## src/design/oas_pkg.sv

```systemverilog
package oas_pkg;

    localparam int FRAC_BITS = 12;

    localparam int HEAD_W  = 15;
    localparam int RATE_W  = 16;
    localparam int ACC_W   = 16;
    localparam int TOL_W   = 14;
    localparam int RT_W    = 16;
    localparam int MTR_W   = 15;
    localparam int MTA_W   = 15;
    localparam int CFG_W   = 16;
    localparam int IDX_W   = 3;
    localparam int ERR_W   = HEAD_W + 2;
    localparam int MAG_W   = 14;
    localparam int PROD_W  = MTR_W + MAG_W;
    localparam int DIFF_W  = RATE_W + 2;
    localparam int DEN_W   = RT_W + 1;
    localparam int NUM_W   = RATE_W + FRAC_BITS + 2;
    localparam int QB_W    = MTA_W;

    localparam logic signed [ERR_W-1:0] PI_FX     = ERR_W'(12868);
    localparam logic signed [ERR_W-1:0] TWO_PI_FX = ERR_W'(25736);

    localparam logic [RT_W-1:0] REACH_RESET = RT_W'(((1 << FRAC_BITS) + 5) / 10);

    typedef enum logic [IDX_W-1:0] {
        IDX_ALIGN_TOL  = 3'd0,
        IDX_SLOW_RAD   = 3'd1,
        IDX_REACH_TIME = 3'd2,
        IDX_MAX_RATE   = 3'd3,
        IDX_MAX_ACCEL  = 3'd4
    } cfg_idx_t;

    typedef struct packed {
        logic [TOL_W-1:0] align_tolerance;
        logic [TOL_W-1:0] slow_radius;
        logic [RT_W-1:0]  reach_time;
        logic [MTR_W-1:0] max_turn_rate;
        logic [MTA_W-1:0] max_turn_accel;
    } cfg_t;

    typedef struct packed {
        logic                     neg;
        logic [MAG_W-1:0]         mag;
        logic signed [RATE_W-1:0] rate;
    } err_t;

    typedef struct packed {
        logic                     aligned;
        logic                     neg;
        logic                     scale;
        logic signed [RATE_W-1:0] rate;
    } side_a_t;

    typedef struct packed {
        logic              aligned;
        logic              neg;
        logic [RATE_W-1:0] amag;
    } diff_t;

    typedef struct packed {
        logic aligned;
        logic neg;
        logic ovf;
    } side_b_t;

endpackage

```

## src/design/oas_stream_if.sv

```systemverilog
interface oas_req_if;
    logic                                 valid;
    logic                                 ready;
    logic signed [oas_pkg::HEAD_W-1:0]    target_heading;
    logic signed [oas_pkg::HEAD_W-1:0]    current_heading;
    logic signed [oas_pkg::RATE_W-1:0]    current_turn_rate;

    modport source (output valid, target_heading, current_heading, current_turn_rate,
                    input ready);
    modport sink   (input valid, target_heading, current_heading, current_turn_rate,
                    output ready);
endinterface

interface oas_rsp_if;
    logic                                valid;
    logic                                ready;
    logic signed [oas_pkg::ACC_W-1:0]    turn_accel;
    logic                                aligned;

    modport source (output valid, turn_accel, aligned, input ready);
    modport sink   (input valid, turn_accel, aligned, output ready);
endinterface

```

## src/design/oas_err.sv

```systemverilog
module oas_err (
    input  logic                              clk,
    input  logic                              rst_n,
    input  oas_pkg::cfg_t                     cfg,
    input  logic                              in_vld,
    output logic                              in_rdy,
    input  logic signed [oas_pkg::HEAD_W-1:0] tgt,
    input  logic signed [oas_pkg::HEAD_W-1:0] cur,
    input  logic signed [oas_pkg::RATE_W-1:0] rate,
    output logic                              out_vld,
    input  logic                              out_rdy,
    output oas_pkg::side_a_t                  out_side,
    output logic [oas_pkg::PROD_W-1:0]        out_prod
);

    logic                               s1_vld_reg;
    oas_pkg::err_t                      s1_reg;
    oas_pkg::err_t                      s1_next;
    logic                               s1_rdy;
    logic                               s2_vld_reg;
    oas_pkg::side_a_t                   s2_side_reg;
    oas_pkg::side_a_t                   s2_side_next;
    logic [oas_pkg::PROD_W-1:0]         s2_prod_reg;
    logic [oas_pkg::PROD_W-1:0]         s2_prod_next;
    logic                               s2_rdy;
    logic signed [oas_pkg::ERR_W-1:0]   raw;
    logic signed [oas_pkg::ERR_W-1:0]   wrapped;
    logic signed [oas_pkg::ERR_W-1:0]   absval;

    assign s2_rdy = !s2_vld_reg || out_rdy;
    assign s1_rdy = !s1_vld_reg || s2_rdy;
    assign in_rdy = s1_rdy;

    // heading error, one wrap step
    always_comb
    begin
        raw = oas_pkg::ERR_W'(tgt) - oas_pkg::ERR_W'(cur);
        if (raw >= oas_pkg::PI_FX)
        begin
            wrapped = raw - oas_pkg::TWO_PI_FX;
        end
        else if (raw < -oas_pkg::PI_FX)
        begin
            wrapped = raw + oas_pkg::TWO_PI_FX;
        end
        else
        begin
            wrapped = raw;
        end
        absval       = wrapped[oas_pkg::ERR_W-1] ? -wrapped : wrapped;
        s1_next.neg  = wrapped[oas_pkg::ERR_W-1];
        s1_next.mag  = absval[oas_pkg::MAG_W-1:0];
        s1_next.rate = rate;
    end

    always_comb
    begin
        s2_side_next.aligned = (s1_reg.mag <= cfg.align_tolerance);
        s2_side_next.neg     = s1_reg.neg;
        s2_side_next.scale   = (s1_reg.mag <= cfg.slow_radius) && (cfg.slow_radius != '0);
        s2_side_next.rate    = s1_reg.rate;
        s2_prod_next         = oas_pkg::PROD_W'(cfg.max_turn_rate)
                             * oas_pkg::PROD_W'(s1_reg.mag);
    end

    always_ff @(posedge clk or negedge rst_n)
    begin
        if (!rst_n)
        begin
            s1_vld_reg <= 1'b0;
            s2_vld_reg <= 1'b0;
        end
        else
        begin
            if (s1_rdy)
            begin
                s1_vld_reg <= in_vld;
            end
            if (s2_rdy)
            begin
                s2_vld_reg <= s1_vld_reg;
            end
        end
    end

    always_ff @(posedge clk)
    begin
        if (s1_rdy && in_vld)
        begin
            s1_reg <= s1_next;
        end
        if (s2_rdy && s1_vld_reg)
        begin
            s2_side_reg <= s2_side_next;
            s2_prod_reg <= s2_prod_next;
        end
    end

    assign out_vld  = s2_vld_reg;
    assign out_side = s2_side_reg;
    assign out_prod = s2_prod_reg;

endmodule

```

## src/design/oas_udiv.sv

```systemverilog
module oas_udiv #(
    parameter int QW = 15,
    parameter int DW = 14,
    parameter int SW = 1
) (
    input  logic          clk,
    input  logic          rst_n,
    input  logic          in_vld,
    output logic          in_rdy,
    input  logic [DW-1:0] in_rem,
    input  logic [QW-1:0] in_low,
    input  logic [DW-1:0] in_den,
    input  logic [SW-1:0] in_side,
    output logic          out_vld,
    input  logic          out_rdy,
    output logic [QW-1:0] out_quo,
    output logic [SW-1:0] out_side
);

    logic          vld_reg  [QW];
    logic [DW-1:0] rem_reg  [QW];
    logic [QW-1:0] low_reg  [QW];
    logic [QW-1:0] quo_reg  [QW];
    logic [DW-1:0] den_reg  [QW];
    logic [SW-1:0] side_reg [QW];
    logic          rdy      [QW+1];

    assign rdy[QW]  = out_rdy;
    assign in_rdy   = rdy[0];
    assign out_vld  = vld_reg[QW-1];
    assign out_quo  = quo_reg[QW-1];
    assign out_side = side_reg[QW-1];

    // one quotient bit per stage, restoring
    for (genvar i = 0; i < QW; i++)
    begin : g_stage
        logic          src_vld;
        logic [DW-1:0] src_rem;
        logic [QW-1:0] src_low;
        logic [QW-1:0] src_quo;
        logic [DW-1:0] src_den;
        logic [SW-1:0] src_side;
        logic [DW:0]   trial;
        logic          ge;
        logic [DW-1:0] rem_next;
        logic [QW-1:0] quo_next;

        if (i == 0)
        begin : g_first
            assign src_vld  = in_vld;
            assign src_rem  = in_rem;
            assign src_low  = in_low;
            assign src_quo  = '0;
            assign src_den  = in_den;
            assign src_side = in_side;
        end
        else
        begin : g_rest
            assign src_vld  = vld_reg[i-1];
            assign src_rem  = rem_reg[i-1];
            assign src_low  = low_reg[i-1];
            assign src_quo  = quo_reg[i-1];
            assign src_den  = den_reg[i-1];
            assign src_side = side_reg[i-1];
        end

        assign rdy[i] = !vld_reg[i] || rdy[i+1];

        always_comb
        begin
            trial    = {src_rem, src_low[QW-1]};
            ge       = (trial >= {1'b0, src_den});
            rem_next = ge ? DW'(trial - {1'b0, src_den}) : DW'(trial);
            quo_next = {src_quo[QW-2:0], ge};
        end

        always_ff @(posedge clk or negedge rst_n)
        begin
            if (!rst_n)
            begin
                vld_reg[i] <= 1'b0;
            end
            else if (rdy[i])
            begin
                vld_reg[i] <= src_vld;
            end
        end

        always_ff @(posedge clk)
        begin
            if (rdy[i] && src_vld)
            begin
                rem_reg[i]  <= rem_next;
                low_reg[i]  <= {src_low[QW-2:0], 1'b0};
                quo_reg[i]  <= quo_next;
                den_reg[i]  <= src_den;
                side_reg[i] <= src_side;
            end
        end
    end

endmodule

```

## src/design/oas_prep.sv

```systemverilog
module oas_prep (
    input  logic                             clk,
    input  logic                             rst_n,
    input  oas_pkg::cfg_t                    cfg,
    input  logic                             in_vld,
    output logic                             in_rdy,
    input  logic [oas_pkg::MTR_W-1:0]        in_quo,
    input  oas_pkg::side_a_t                 in_side,
    output logic                             out_vld,
    input  logic                             out_rdy,
    output logic [oas_pkg::DEN_W-1:0]        out_rem,
    output logic [oas_pkg::QB_W-1:0]         out_low,
    output logic [oas_pkg::DEN_W-1:0]        out_den,
    output oas_pkg::side_b_t                 out_side
);

    logic                               s1_vld_reg;
    oas_pkg::diff_t                     s1_reg;
    oas_pkg::diff_t                     s1_next;
    logic                               s1_rdy;
    logic                               s2_vld_reg;
    logic [oas_pkg::DEN_W-1:0]          rem_reg;
    logic [oas_pkg::DEN_W-1:0]          rem_next;
    logic [oas_pkg::QB_W-1:0]           low_reg;
    logic [oas_pkg::QB_W-1:0]           low_next;
    logic [oas_pkg::DEN_W-1:0]          den_reg;
    logic [oas_pkg::DEN_W-1:0]          den_next;
    oas_pkg::side_b_t                   side_reg;
    oas_pkg::side_b_t                   side_next;
    logic                               s2_rdy;
    logic [oas_pkg::MTR_W-1:0]          dmag;
    logic signed [oas_pkg::DIFF_W-1:0]  desired;
    logic signed [oas_pkg::DIFF_W-1:0]  diff;
    logic signed [oas_pkg::DIFF_W-1:0]  adiff;
    logic [oas_pkg::RT_W-1:0]           divisor;
    logic [oas_pkg::NUM_W-1:0]          num;

    assign s2_rdy = !s2_vld_reg || out_rdy;
    assign s1_rdy = !s1_vld_reg || s2_rdy;
    assign in_rdy = s1_rdy;

    always_comb
    begin
        dmag    = in_side.scale ? in_quo : cfg.max_turn_rate;
        desired = in_side.neg ? -oas_pkg::DIFF_W'(dmag) : oas_pkg::DIFF_W'(dmag);
        diff    = desired - oas_pkg::DIFF_W'(in_side.rate);
        adiff   = diff[oas_pkg::DIFF_W-1] ? -diff : diff;
        s1_next.aligned = in_side.aligned;
        s1_next.neg     = diff[oas_pkg::DIFF_W-1];
        s1_next.amag    = adiff[oas_pkg::RATE_W-1:0];
    end

    // rounded quotient: (2*num + div) / (2*div), saturate when it needs more than QB_W bits
    always_comb
    begin
        divisor = (cfg.reach_time == '0) ? oas_pkg::RT_W'(1) : cfg.reach_time;
        den_next = {divisor, 1'b0};
        num = {s1_reg.amag, {(oas_pkg::FRAC_BITS + 1){1'b0}}}
            + oas_pkg::NUM_W'(divisor);
        rem_next = oas_pkg::DEN_W'(num[oas_pkg::NUM_W-1:oas_pkg::QB_W]);
        low_next = num[oas_pkg::QB_W-1:0];
        side_next.aligned = s1_reg.aligned;
        side_next.neg     = s1_reg.neg;
        side_next.ovf     = (rem_next >= den_next);
    end

    always_ff @(posedge clk or negedge rst_n)
    begin
        if (!rst_n)
        begin
            s1_vld_reg <= 1'b0;
            s2_vld_reg <= 1'b0;
        end
        else
        begin
            if (s1_rdy)
            begin
                s1_vld_reg <= in_vld;
            end
            if (s2_rdy)
            begin
                s2_vld_reg <= s1_vld_reg;
            end
        end
    end

    always_ff @(posedge clk)
    begin
        if (s1_rdy && in_vld)
        begin
            s1_reg <= s1_next;
        end
        if (s2_rdy && s1_vld_reg)
        begin
            rem_reg  <= rem_next;
            low_reg  <= low_next;
            den_reg  <= den_next;
            side_reg <= side_next;
        end
    end

    assign out_vld  = s2_vld_reg;
    assign out_rem  = rem_reg;
    assign out_low  = low_reg;
    assign out_den  = den_reg;
    assign out_side = side_reg;

endmodule

```

## src/design/oas_clamp.sv

```systemverilog
module oas_clamp (
    input  logic                      clk,
    input  logic                      rst_n,
    input  oas_pkg::cfg_t             cfg,
    input  logic                      in_vld,
    output logic                      in_rdy,
    input  logic [oas_pkg::QB_W-1:0]  in_quo,
    input  oas_pkg::side_b_t          in_side,
    oas_rsp_if.source                 rsp
);

    logic                               vld_reg;
    logic signed [oas_pkg::ACC_W-1:0]   accel_reg;
    logic signed [oas_pkg::ACC_W-1:0]   accel_next;
    logic                               aligned_reg;
    logic [oas_pkg::MTA_W-1:0]          qmag;

    assign in_rdy = !vld_reg || rsp.ready;

    always_comb
    begin
        qmag = (in_side.ovf || (in_quo > cfg.max_turn_accel)) ? cfg.max_turn_accel : in_quo;
        if (in_side.aligned)
        begin
            accel_next = '0;
        end
        else if (in_side.neg)
        begin
            accel_next = -oas_pkg::ACC_W'(qmag);
        end
        else
        begin
            accel_next = oas_pkg::ACC_W'(qmag);
        end
    end

    always_ff @(posedge clk or negedge rst_n)
    begin
        if (!rst_n)
        begin
            vld_reg <= 1'b0;
        end
        else if (in_rdy)
        begin
            vld_reg <= in_vld;
        end
    end

    always_ff @(posedge clk)
    begin
        if (in_rdy && in_vld)
        begin
            accel_reg   <= accel_next;
            aligned_reg <= in_side.aligned;
        end
    end

    assign rsp.valid      = vld_reg;
    assign rsp.turn_accel = accel_reg;
    assign rsp.aligned    = aligned_reg;

endmodule

```

## src/design/orientation_align_steering_core.sv

```systemverilog
// Align-to-heading steering. Each request carries target heading, current heading and
// current turn rate (signed Q12); the response gives the turn acceleration, clamped to
// max_turn_accel, and an aligned flag (acceleration zero). Fully pipelined: one request
// per cycle when the response side does not stall (2 error/multiply
// stages, 15 stages for the slow-down scaling divide, 2 rate stages, 15 stages for the
// divide by reach_time, 1 output register). Write configuration only while idle.
module orientation_align_steering_core (
    input  logic                          clk,
    input  logic                          rst_n,
    input  logic                          cfg_wr_en,
    input  logic [oas_pkg::IDX_W-1:0]     cfg_index,
    input  logic [oas_pkg::CFG_W-1:0]     cfg_data,
    oas_req_if.sink                       req,
    oas_rsp_if.source                     rsp
);

    oas_pkg::cfg_t                   cfg_reg;
    logic                            a_vld;
    logic                            a_rdy;
    oas_pkg::side_a_t                a_side;
    logic [oas_pkg::PROD_W-1:0]      a_prod;
    logic                            b_vld;
    logic                            b_rdy;
    logic [oas_pkg::MTR_W-1:0]       b_quo;
    logic [$bits(oas_pkg::side_a_t)-1:0] b_side;
    logic                            c_vld;
    logic                            c_rdy;
    logic [oas_pkg::DEN_W-1:0]       c_rem;
    logic [oas_pkg::QB_W-1:0]        c_low;
    logic [oas_pkg::DEN_W-1:0]       c_den;
    oas_pkg::side_b_t                c_side;
    logic                            d_vld;
    logic                            d_rdy;
    logic [oas_pkg::QB_W-1:0]        d_quo;
    logic [$bits(oas_pkg::side_b_t)-1:0] d_side;

    always_ff @(posedge clk or negedge rst_n)
    begin
        if (!rst_n)
        begin
            cfg_reg.align_tolerance <= '0;
            cfg_reg.slow_radius     <= '0;
            cfg_reg.reach_time      <= oas_pkg::REACH_RESET;
            cfg_reg.max_turn_rate   <= '0;
            cfg_reg.max_turn_accel  <= '0;
        end
        else if (cfg_wr_en)
        begin
            unique case (oas_pkg::cfg_idx_t'(cfg_index))
                oas_pkg::IDX_ALIGN_TOL:
                    cfg_reg.align_tolerance <= cfg_data[oas_pkg::TOL_W-1:0];
                oas_pkg::IDX_SLOW_RAD:
                    cfg_reg.slow_radius <= cfg_data[oas_pkg::TOL_W-1:0];
                oas_pkg::IDX_REACH_TIME:
                    cfg_reg.reach_time <= cfg_data[oas_pkg::RT_W-1:0];
                oas_pkg::IDX_MAX_RATE:
                    cfg_reg.max_turn_rate <= cfg_data[oas_pkg::MTR_W-1:0];
                oas_pkg::IDX_MAX_ACCEL:
                    cfg_reg.max_turn_accel <= cfg_data[oas_pkg::MTA_W-1:0];
                default:
                    ;
            endcase
        end
    end

    oas_err u_err (
        .clk      (clk),
        .rst_n    (rst_n),
        .cfg      (cfg_reg),
        .in_vld   (req.valid),
        .in_rdy   (req.ready),
        .tgt      (req.target_heading),
        .cur      (req.current_heading),
        .rate     (req.current_turn_rate),
        .out_vld  (a_vld),
        .out_rdy  (a_rdy),
        .out_side (a_side),
        .out_prod (a_prod)
    );

    oas_udiv #(
        .QW (oas_pkg::MTR_W),
        .DW (oas_pkg::MAG_W),
        .SW ($bits(oas_pkg::side_a_t))
    ) u_scale_div (
        .clk      (clk),
        .rst_n    (rst_n),
        .in_vld   (a_vld),
        .in_rdy   (a_rdy),
        .in_rem   (a_prod[oas_pkg::PROD_W-1:oas_pkg::MTR_W]),
        .in_low   (a_prod[oas_pkg::MTR_W-1:0]),
        .in_den   (cfg_reg.slow_radius),
        .in_side  (a_side),
        .out_vld  (b_vld),
        .out_rdy  (b_rdy),
        .out_quo  (b_quo),
        .out_side (b_side)
    );

    oas_prep u_prep (
        .clk      (clk),
        .rst_n    (rst_n),
        .cfg      (cfg_reg),
        .in_vld   (b_vld),
        .in_rdy   (b_rdy),
        .in_quo   (b_quo),
        .in_side  (oas_pkg::side_a_t'(b_side)),
        .out_vld  (c_vld),
        .out_rdy  (c_rdy),
        .out_rem  (c_rem),
        .out_low  (c_low),
        .out_den  (c_den),
        .out_side (c_side)
    );

    oas_udiv #(
        .QW (oas_pkg::QB_W),
        .DW (oas_pkg::DEN_W),
        .SW ($bits(oas_pkg::side_b_t))
    ) u_accel_div (
        .clk      (clk),
        .rst_n    (rst_n),
        .in_vld   (c_vld),
        .in_rdy   (c_rdy),
        .in_rem   (c_rem),
        .in_low   (c_low),
        .in_den   (c_den),
        .in_side  (c_side),
        .out_vld  (d_vld),
        .out_rdy  (d_rdy),
        .out_quo  (d_quo),
        .out_side (d_side)
    );

    oas_clamp u_clamp (
        .clk     (clk),
        .rst_n   (rst_n),
        .cfg     (cfg_reg),
        .in_vld  (d_vld),
        .in_rdy  (d_rdy),
        .in_quo  (d_quo),
        .in_side (oas_pkg::side_b_t'(d_side)),
        .rsp     (rsp)
    );

endmodule

```

## src/flat_wrapper.sv

```systemverilog
// flat-port wrapper written by rule: the top's interface ports become plain ports
module orientation_align_steering_core_flat 
  (clk, rst_n, cfg_wr_en, cfg_index, cfg_data, req_valid, req_target_heading, req_current_heading, req_current_turn_rate, req_ready, rsp_valid, rsp_turn_accel, rsp_aligned, rsp_ready);
  oas_req_if req_i ();
  oas_rsp_if rsp_i ();
  input  logic clk;
  input  logic rst_n;
  input  logic cfg_wr_en;
  input  logic [oas_pkg::IDX_W-1:0] cfg_index;
  input  logic [oas_pkg::CFG_W-1:0] cfg_data;
  input wire logic [$bits(req_i.valid)-1:0] req_valid;
  input wire logic [$bits(req_i.target_heading)-1:0] req_target_heading;
  input wire logic [$bits(req_i.current_heading)-1:0] req_current_heading;
  input wire logic [$bits(req_i.current_turn_rate)-1:0] req_current_turn_rate;
  output wire logic [$bits(req_i.ready)-1:0] req_ready;
  output wire logic [$bits(rsp_i.valid)-1:0] rsp_valid;
  output wire logic [$bits(rsp_i.turn_accel)-1:0] rsp_turn_accel;
  output wire logic [$bits(rsp_i.aligned)-1:0] rsp_aligned;
  input wire logic [$bits(rsp_i.ready)-1:0] rsp_ready;
  assign req_i.valid = req_valid;
  assign req_i.target_heading = req_target_heading;
  assign req_i.current_heading = req_current_heading;
  assign req_i.current_turn_rate = req_current_turn_rate;
  assign req_ready = req_i.ready;
  assign rsp_valid = rsp_i.valid;
  assign rsp_turn_accel = rsp_i.turn_accel;
  assign rsp_aligned = rsp_i.aligned;
  assign rsp_i.ready = rsp_ready;
  orientation_align_steering_core u_core (.clk(clk), .rst_n(rst_n), .cfg_wr_en(cfg_wr_en), .cfg_index(cfg_index), .cfg_data(cfg_data), .req(req_i), .rsp(rsp_i));
endmodule
```

## config.mk

```make
export PLATFORM = sky130hd
export DESIGN_NAME = orientation_align_steering_core_flat
export DESIGN_NICKNAME = d
export VERILOG_FILES = /design/src/design/oas_pkg.sv /design/src/design/oas_stream_if.sv /design/src/design/oas_err.sv /design/src/design/oas_udiv.sv /design/src/design/oas_prep.sv /design/src/design/oas_clamp.sv /design/src/design/orientation_align_steering_core.sv /design/src/flat_wrapper.sv
export SDC_FILE = /design/constraint.sdc
export NUM_CORES = 2
export LEC_CHECK = 0
export BUFFER_PORTS_ARGS = -buffer_cell sky130_fd_sc_hd__buf_2
export CAP_MARGIN = 20
export CELL_PAD_IN_SITES_DETAIL_PLACEMENT = 0
export CELL_PAD_IN_SITES_GLOBAL_PLACEMENT = 2
export CORE_ASPECT_RATIO = 1.4
export CORE_MARGIN = 2
export CORE_UTILIZATION = 29
export DETAILED_ROUTE_END_ITERATION = 8
export GPL_TIMING_DRIVEN = 0
export PLACE_DENSITY_LB_ADDON = 0.1
export SLEW_MARGIN = 0
export SYNTH_ARGS = -nofsm -noshare
export SYNTH_HDL_FRONTEND = slang
export SYNTH_HIERARCHICAL = 1
export SYNTH_SLANG_ARGS = --single-unit
```

## constraint.sdc

```tcl
create_clock -name clk -period 8.2 [get_ports clk]
set_input_delay 0 -clock clk [delete_from_list [all_inputs] [get_ports clk]]
set_output_delay 0 -clock clk [all_outputs]
set_load 0.05 [all_outputs]
```

## After elaboration in Yosys (flattened, before gate mapping)

Memories as Yosys holds them, arrays and structs flattened.
Cells that the tools add are included.

| operators by class | value |
|---|---|
| reductions and logical operators | 116 |
| $add $sub $neg | 39 |
| equal/unequal tests | 4 |
| $lt $le $gt $ge | 36 |
| bitwise logic cells | 1 |
| muxes and demuxes | 99 |
| $mul | 1 |

Operators with widths:

| kind | number |
|---|---|
| $mux 17 | 17 |
| $ge 18x17->1 | 14 |
| $sub 17x17->17 | 14 |
| $ge 15x14->1 | 15 |
| $mux 14 | 16 |
| $sub 14x14->14 | 15 |
| $mux 1 | 60 |
| $mux 15 | 3 |
| $logic_and 1x1->1 | 36 |
| $logic_or 1x1->1 | 36 |
| $logic_not 1->1 | 35 |
| $mux 16 | 2 |
| $add 29x16->30 | 1 |
| $mul 15x14->29 | 1 |
| $le 14x14->1 | 2 |
| $mux 18 | 1 |
| $neg 15->18 | 1 |
| $sub 18x16->18 | 1 |
| $add 16x16->17 const B | 1 |
| $ge 15x17->1 | 1 |
| $ge 16x17->1 | 1 |
| $sub 16x16->17 const B | 1 |
| $sub 16x17->17 | 1 |
| $ge 16x15->1 const B | 1 |
| other kinds (15) | 20 |

| word-level totals | value |
|---|---|
| flip-flop bits (word level) | 272 |
| word-level logic and storage cells | 366 |
| bits in writable memories | 2,130 |
| memories kept | 10 |

Memories:

| memory | depth | width | read ports | clocked after Yosys merged registers in | write ports | line | RTL |
|---|---|---|---|---|---|---|---|
| u_core.u_scale_div.side_reg | 15 | 19 | 15 | 0 | 15 | oas_udiv.sv:25 | `logic [SW-1:0] side_reg [QW];` |
| u_core.u_accel_div.den_reg | 15 | 17 | 14 | 0 | 15 | oas_udiv.sv:24 | `logic [DW-1:0] den_reg [QW];` |
| u_core.u_accel_div.rem_reg | 15 | 17 | 14 | 0 | 15 | oas_udiv.sv:21 | `logic [DW-1:0] rem_reg [QW];` |
| u_core.u_accel_div.quo_reg | 15 | 15 | 15 | 0 | 15 | oas_udiv.sv:23 | `logic [QW-1:0] quo_reg [QW];` |
| u_core.u_scale_div.quo_reg | 15 | 15 | 15 | 0 | 15 | oas_udiv.sv:23 |  |
| u_core.u_accel_div.low_reg | 15 | 14 | 14 | 0 | 15 | oas_udiv.sv:22 | `logic [QW-1:0] low_reg [QW];` |
| +4 memories | n/a | n/a | n/a | n/a | n/a | n/a |  |

## Logic depth before layout (Yosys ltp)

| depth | value |
|---|---|
| word-level depth | 37 |
| gate-level depth with buffers | 25 |

## Modules after synthesis

The synthesis kept the hierarchy.

By module, submodules not included:

| module | area each (µm²) | instances | sequential area each (µm²) | cells an instance |
|---|---|---|---|---|
| oas_udiv at u_core.u_scale_div | 40,065.9 | 1 | 27,461.3 | 2,781 |
| oas_udiv at u_core.u_accel_div | 37,654.9 | 1 | 22,776.8 | 2,879 |
| oas_err | 11,690.0 | 1 | 2,422.3 | 1,212 |
| oas_prep | 4,320.4 | 1 | 1,671.6 | 451 |
| orientation_align_steering_core | 2,820.2 | 1 | 1,858.0 | 161 |
| oas_clamp | 2,038.2 | 1 | 535.5 | 230 |

## Least setup slack after synthesis

No wires, ideal clock.

| path | value |
|---|---|
| kind | reg2reg |
| from | register u_core.u_clamp.vld_reg, in the netlist u_core/u_clamp/rsp.valid |
| to | memory u_core.u_scale_div.den_reg[21][0], in the netlist u_core/u_scale_div/den_reg[1][70], enable pin |
| cell stages (with the launch flop) | 11 |
| slack | 1.537 ns |
| setup time | 0.577 ns |
| clock period less this slack | 6.663 ns |
| data arrival time | 6.086 ns |
| data required time | 7.623 ns |
| buffers on the path | 0 |
| cell sequence | dfrtp_1 > nand2b_1 > nor2b_1 > nand3_1 > nor2_1 > nand2_1 > nor3_1 > nand4_1 > nand3b_1 > nor2b_1 > a21boi_0 |

RTL lines:

| item | line | RTL |
|---|---|---|
| start: declaration | oas_clamp.sv:12 | `logic vld_reg;` |
| start signal: assignment | oas_clamp.sv:45 | `vld_reg <= in_vld;` |
| end: declaration | oas_udiv.sv:24 |  |

## Final worst setup path

| path | value |
|---|---|
| from | register u_core/cfg_reg[27] (netlist name) |
| to | register u_core.u_err.s2_prod_reg (netlist bit u_core/u_err/out_prod[28]), data pin |

| on the way | value |
|---|---|
| cells in the longest elaborated chain, start to end | 1 |

Ends and longest elaborated chain:

| item | line | RTL |
|---|---|---|
| start: declaration | orientation_align_steering_core.sv:17 | `oas_pkg::cfg_t cfg_reg;` |
| $mul 15x14->29 | oas_err.sv:63 | `* oas_pkg::PROD_W'(s1_reg.mag);` |
| named net u_core.u_err.s2_prod_next, one bit | oas_err.sv:24 | `logic [oas_pkg::PROD_W-1:0] s2_prod_next;` |
| end signal: assignment | oas_err.sv:95 | `s2_prod_reg <= s2_prod_next;` |
| end: declaration | oas_err.sv:23 | `logic [oas_pkg::PROD_W-1:0] s2_prod_reg;` |

The timed path passes the listed nets, and every way through them passes these cells.
A chain may end at the register's enable or synchronous reset.

==> out/qor.csv <==
metric;value;unit
wl_per_cell;21.3;um
grt_use_total;15.7;%
cp_top_family;adder cells;
grt_max_degree;74;
path_class;reg -> reg;
numCtsBuffers;211;
slew-limit-headroom;31.4;%
drtIter0Drc;2771;
synth_compound_area_share;9.47;%
syn_inst;7714;
grt_overflow;0;
synth.distinct_cells;115;
max_freq;127;MHz
setup_viol;0;
critPathLaunchType;flip-flop;
ys_ff_latch;1907;
htree_levels;4;
drt_first_pass_iters;5;
clock_latency;0.90;ns
critPathBufInv;4;
max_cap_violations;0;
core_area;339000;um2
critPathMaxStageDelay;0.78;ns
crit_top_cell;fa_1;
multiInputGateArea;37900;um2
synth_edf_count;1798;
yosysTopAreaCell;edfxtp_1;
path_cells;clkbuf_1, nand2_1, fa_1, inv_1, fa_1, inv_1, fa_1, fa_1, inv_1, fa_1, ha_1, ha_1, a21o_1, a211o_1, or3_1, a211oi_1, o31ai_1, or4_1, a41o_1, a21oi_1, xnor2_1;
gp_congestion;0.805;
regArea;56700;um2
place.port_buffers;88;
fin_cells;12759;
synth_ff_type;edfxtp_1;
skew;0.0819;ns
postCtsSetupBuffers;0;
avgSynthCellArea;12.8;um2
report.final.slew_viol_count;0;
outcome;finished clean;
start_util;29.1;%
rsz0062_at_grt;false;
cts_root_buf;clkbuf_16;
synthTopCellsByArea;edfxtp_1 (55%), ha_1 (8.3%), fa_1 (3.7%);
hold_viol;0;
ys_seq_area_share;57.5;%
fin_setup_tns;0;ns
die-area;345000;um2
hpwlAfterDp;213000;um
routed_via_density;4.60;
antenna_found_initial;21;
cts_tree;built;
place_inst;12300;
worstSetupEndpointType;flip-flop;
die_x;497;um
ys_warn_count;6;
slowest_stage;dfrtp_1;
remaining_drc_errors;0;
synthAdderAreaFrac;12.1;%
min_path_type;in -> reg;
worstPathRequired;8.78;ns
final_layout_size_suffix_gt1_share;11.3;%
vias;58754;
die_height;694;um
period_needed;7.84;ns
syn_area;98600;um2
synth_top_family_by_area;adder cells;
cts.clk_slew.worst_paths;0.06;ns
syn_to_final_growth;14.8;%
largest_register_ffs;285;
synthMuxAreaShare;4.29;%
utilization;33.4;%
hold_slack;0.0891;ns
synth-simple-area-share;8.64;%
clock_path_buffers;4;
final_common_cell;edfxtp_1;
grt_pass1_wl;404000;um
async_flop_share;5.72;%
layout_common_cells;edfxtp_1 (1798), inv_1 (906), ha_1 (657);
worst_pin_slew;1.02;ns
grt_pass1_vias;62183;
ant_nets;0;
fin_crit_sh;95.7;%
critPathArrivalTime;8.42;ns
synth_top_area_share;54.8;%
pin_count;89;
synth_xor_area_share;3.76;%
rows;253;
routed_wl;272000;um
cts_sinks;1907;
nets;9034;
fill_cells;33742;
cp_max_fo;10;
## final timing paths
kind	startpoint	to	slack, ns	cells past startpoint
min in group asynchronous	rst_n	u_core/u_err/s1_vld_reg	0.22	4
worst max-delay path	u_core/cfg_reg[27]	u_core/u_err/out_prod[28]	0.36	21
worst min-delay path	req_current_heading[1]	u_core/u_err/s1_reg[18]	0.09	5
worst max register to register	u_core/cfg_reg[27]	u_core/u_err/out_prod[28]	0.36	21
max in group asynchronous	rst_n	u_core/u_accel_div/g_stage[8].src_vld	7.19	5
worst min register to register	u_core/u_scale_div/low_reg[0][12]	u_core/u_scale_div/low_reg[0][26]	0.37	0
## worst register-to-register path, stage by stage (launching register included)
cell	delay, ns
dfrtp_1	0.78
clkbuf_1	0.64
nand2_1	0.17
fa_1	0.54
inv_1	0.06
fa_1	0.50
inv_1	0.05
fa_1	0.47
fa_1	0.54
inv_1	0.07
fa_1	0.55
ha_1	0.34
ha_1	0.36
a21o_1	0.20
a211o_1	0.33
or3_1	0.32
a211oi_1	0.43
o31ai_1	0.21
or4_1	0.46
a41o_1	0.26
a21oi_1	0.20
xnor2_1	0.12
## cell usage after synthesis (17+ instances only)
master	n
edfxtp_1	1798
inv_1	906
ha_1	657
a21oi_1	424
nand2_1	420
nor2_1	419
o21ai_0	299
xnor2_1	292
mux2_2	271
fa_1	184
and2_1	141
xor2_1	128
a21o_1	125
nor3_1	106
nor2b_1	105
dfrtp_1	104
nand2b_1	101
clkbuf_1	97
o21a_1	90
nand3_1	86
nand4_1	82
mux2i_1	67
o31ai_1	50
or3_1	50
o211ai_1	47
a31oi_1	46
a211oi_1	36
a21boi_0	32
or2_2	31
o21bai_1	30
a31o_2	29
nor4_1	27
buf_4	26
mux2_1	25
and3_1	23
o31a_1	20
o41ai_1	20
and4_1	18
a311oi_1	17
## routing by layer
| layer | vias to the layer above | global-route usage [%] | wire length, um |
|---|---|---|---|
| met5 | - | 0 | 14 |
| met4 | 2 | 4.85 | 8800 |
| met1 | 28924 | 15.8 | 96700 |
| li1 | 28766 | - | - |
| met2 | 693 | 32.5 | 160000 |
| met3 | 369 | 1.61 | 6610 |
## layout make-up
class | instances | area share (%)
Antenna cell | 6 | 0.0133
Buffer | 149 | 0.674
Clock buffer | 259 | 4.93
Clock inverter | 122 | 1.16
Inverter | 906 | 3.01
Multi-Input combinational cell | 4754 | 33.5
Sequential cell | 1907 | 50.1
Tap cell | 4462 | 4.93
Timing Repair Buffer | 194 | 1.70
## repair_timing
item / 4_1_cts / 5_1_grt
endpoints found under the setup margin: 0 / 1
hold buffers: 71 / 0
gates resized for setup: 0 / 17
hold endpoints to repair: 239 / 0
## stage by stage
| stage | setup WS, ns | area, um2 |
|---|---|---|
| floorplan | 1.54 | 98600 |
| global placement | -2.47 | 105000 |
| detailed placement | 0.213 | 106000 |
| CTS | 0.139 | 113000 |
| global route | 0.00739 | 113000 |
| finish | 0.356 | 113000 |
## kinds of logic (layout without fill, tap and decap cells)
kind of cell             after synthesis  count (layout)
AO/OA/AOI/OAI                       1421            1421
XOR/XNOR                             422             422
adder cells (fa/ha/maj)              841             841
buffers and inverters               1055            1630
flip-flops                          1907            1907
multiplexers                         378             378
other                                  1               9
AND/OR/NAND/NOR                     1689            1689
Power is left out: the tool's default activity adds up to more than one toggle a clock period on the data nets, which glitch-free logic cannot reach.
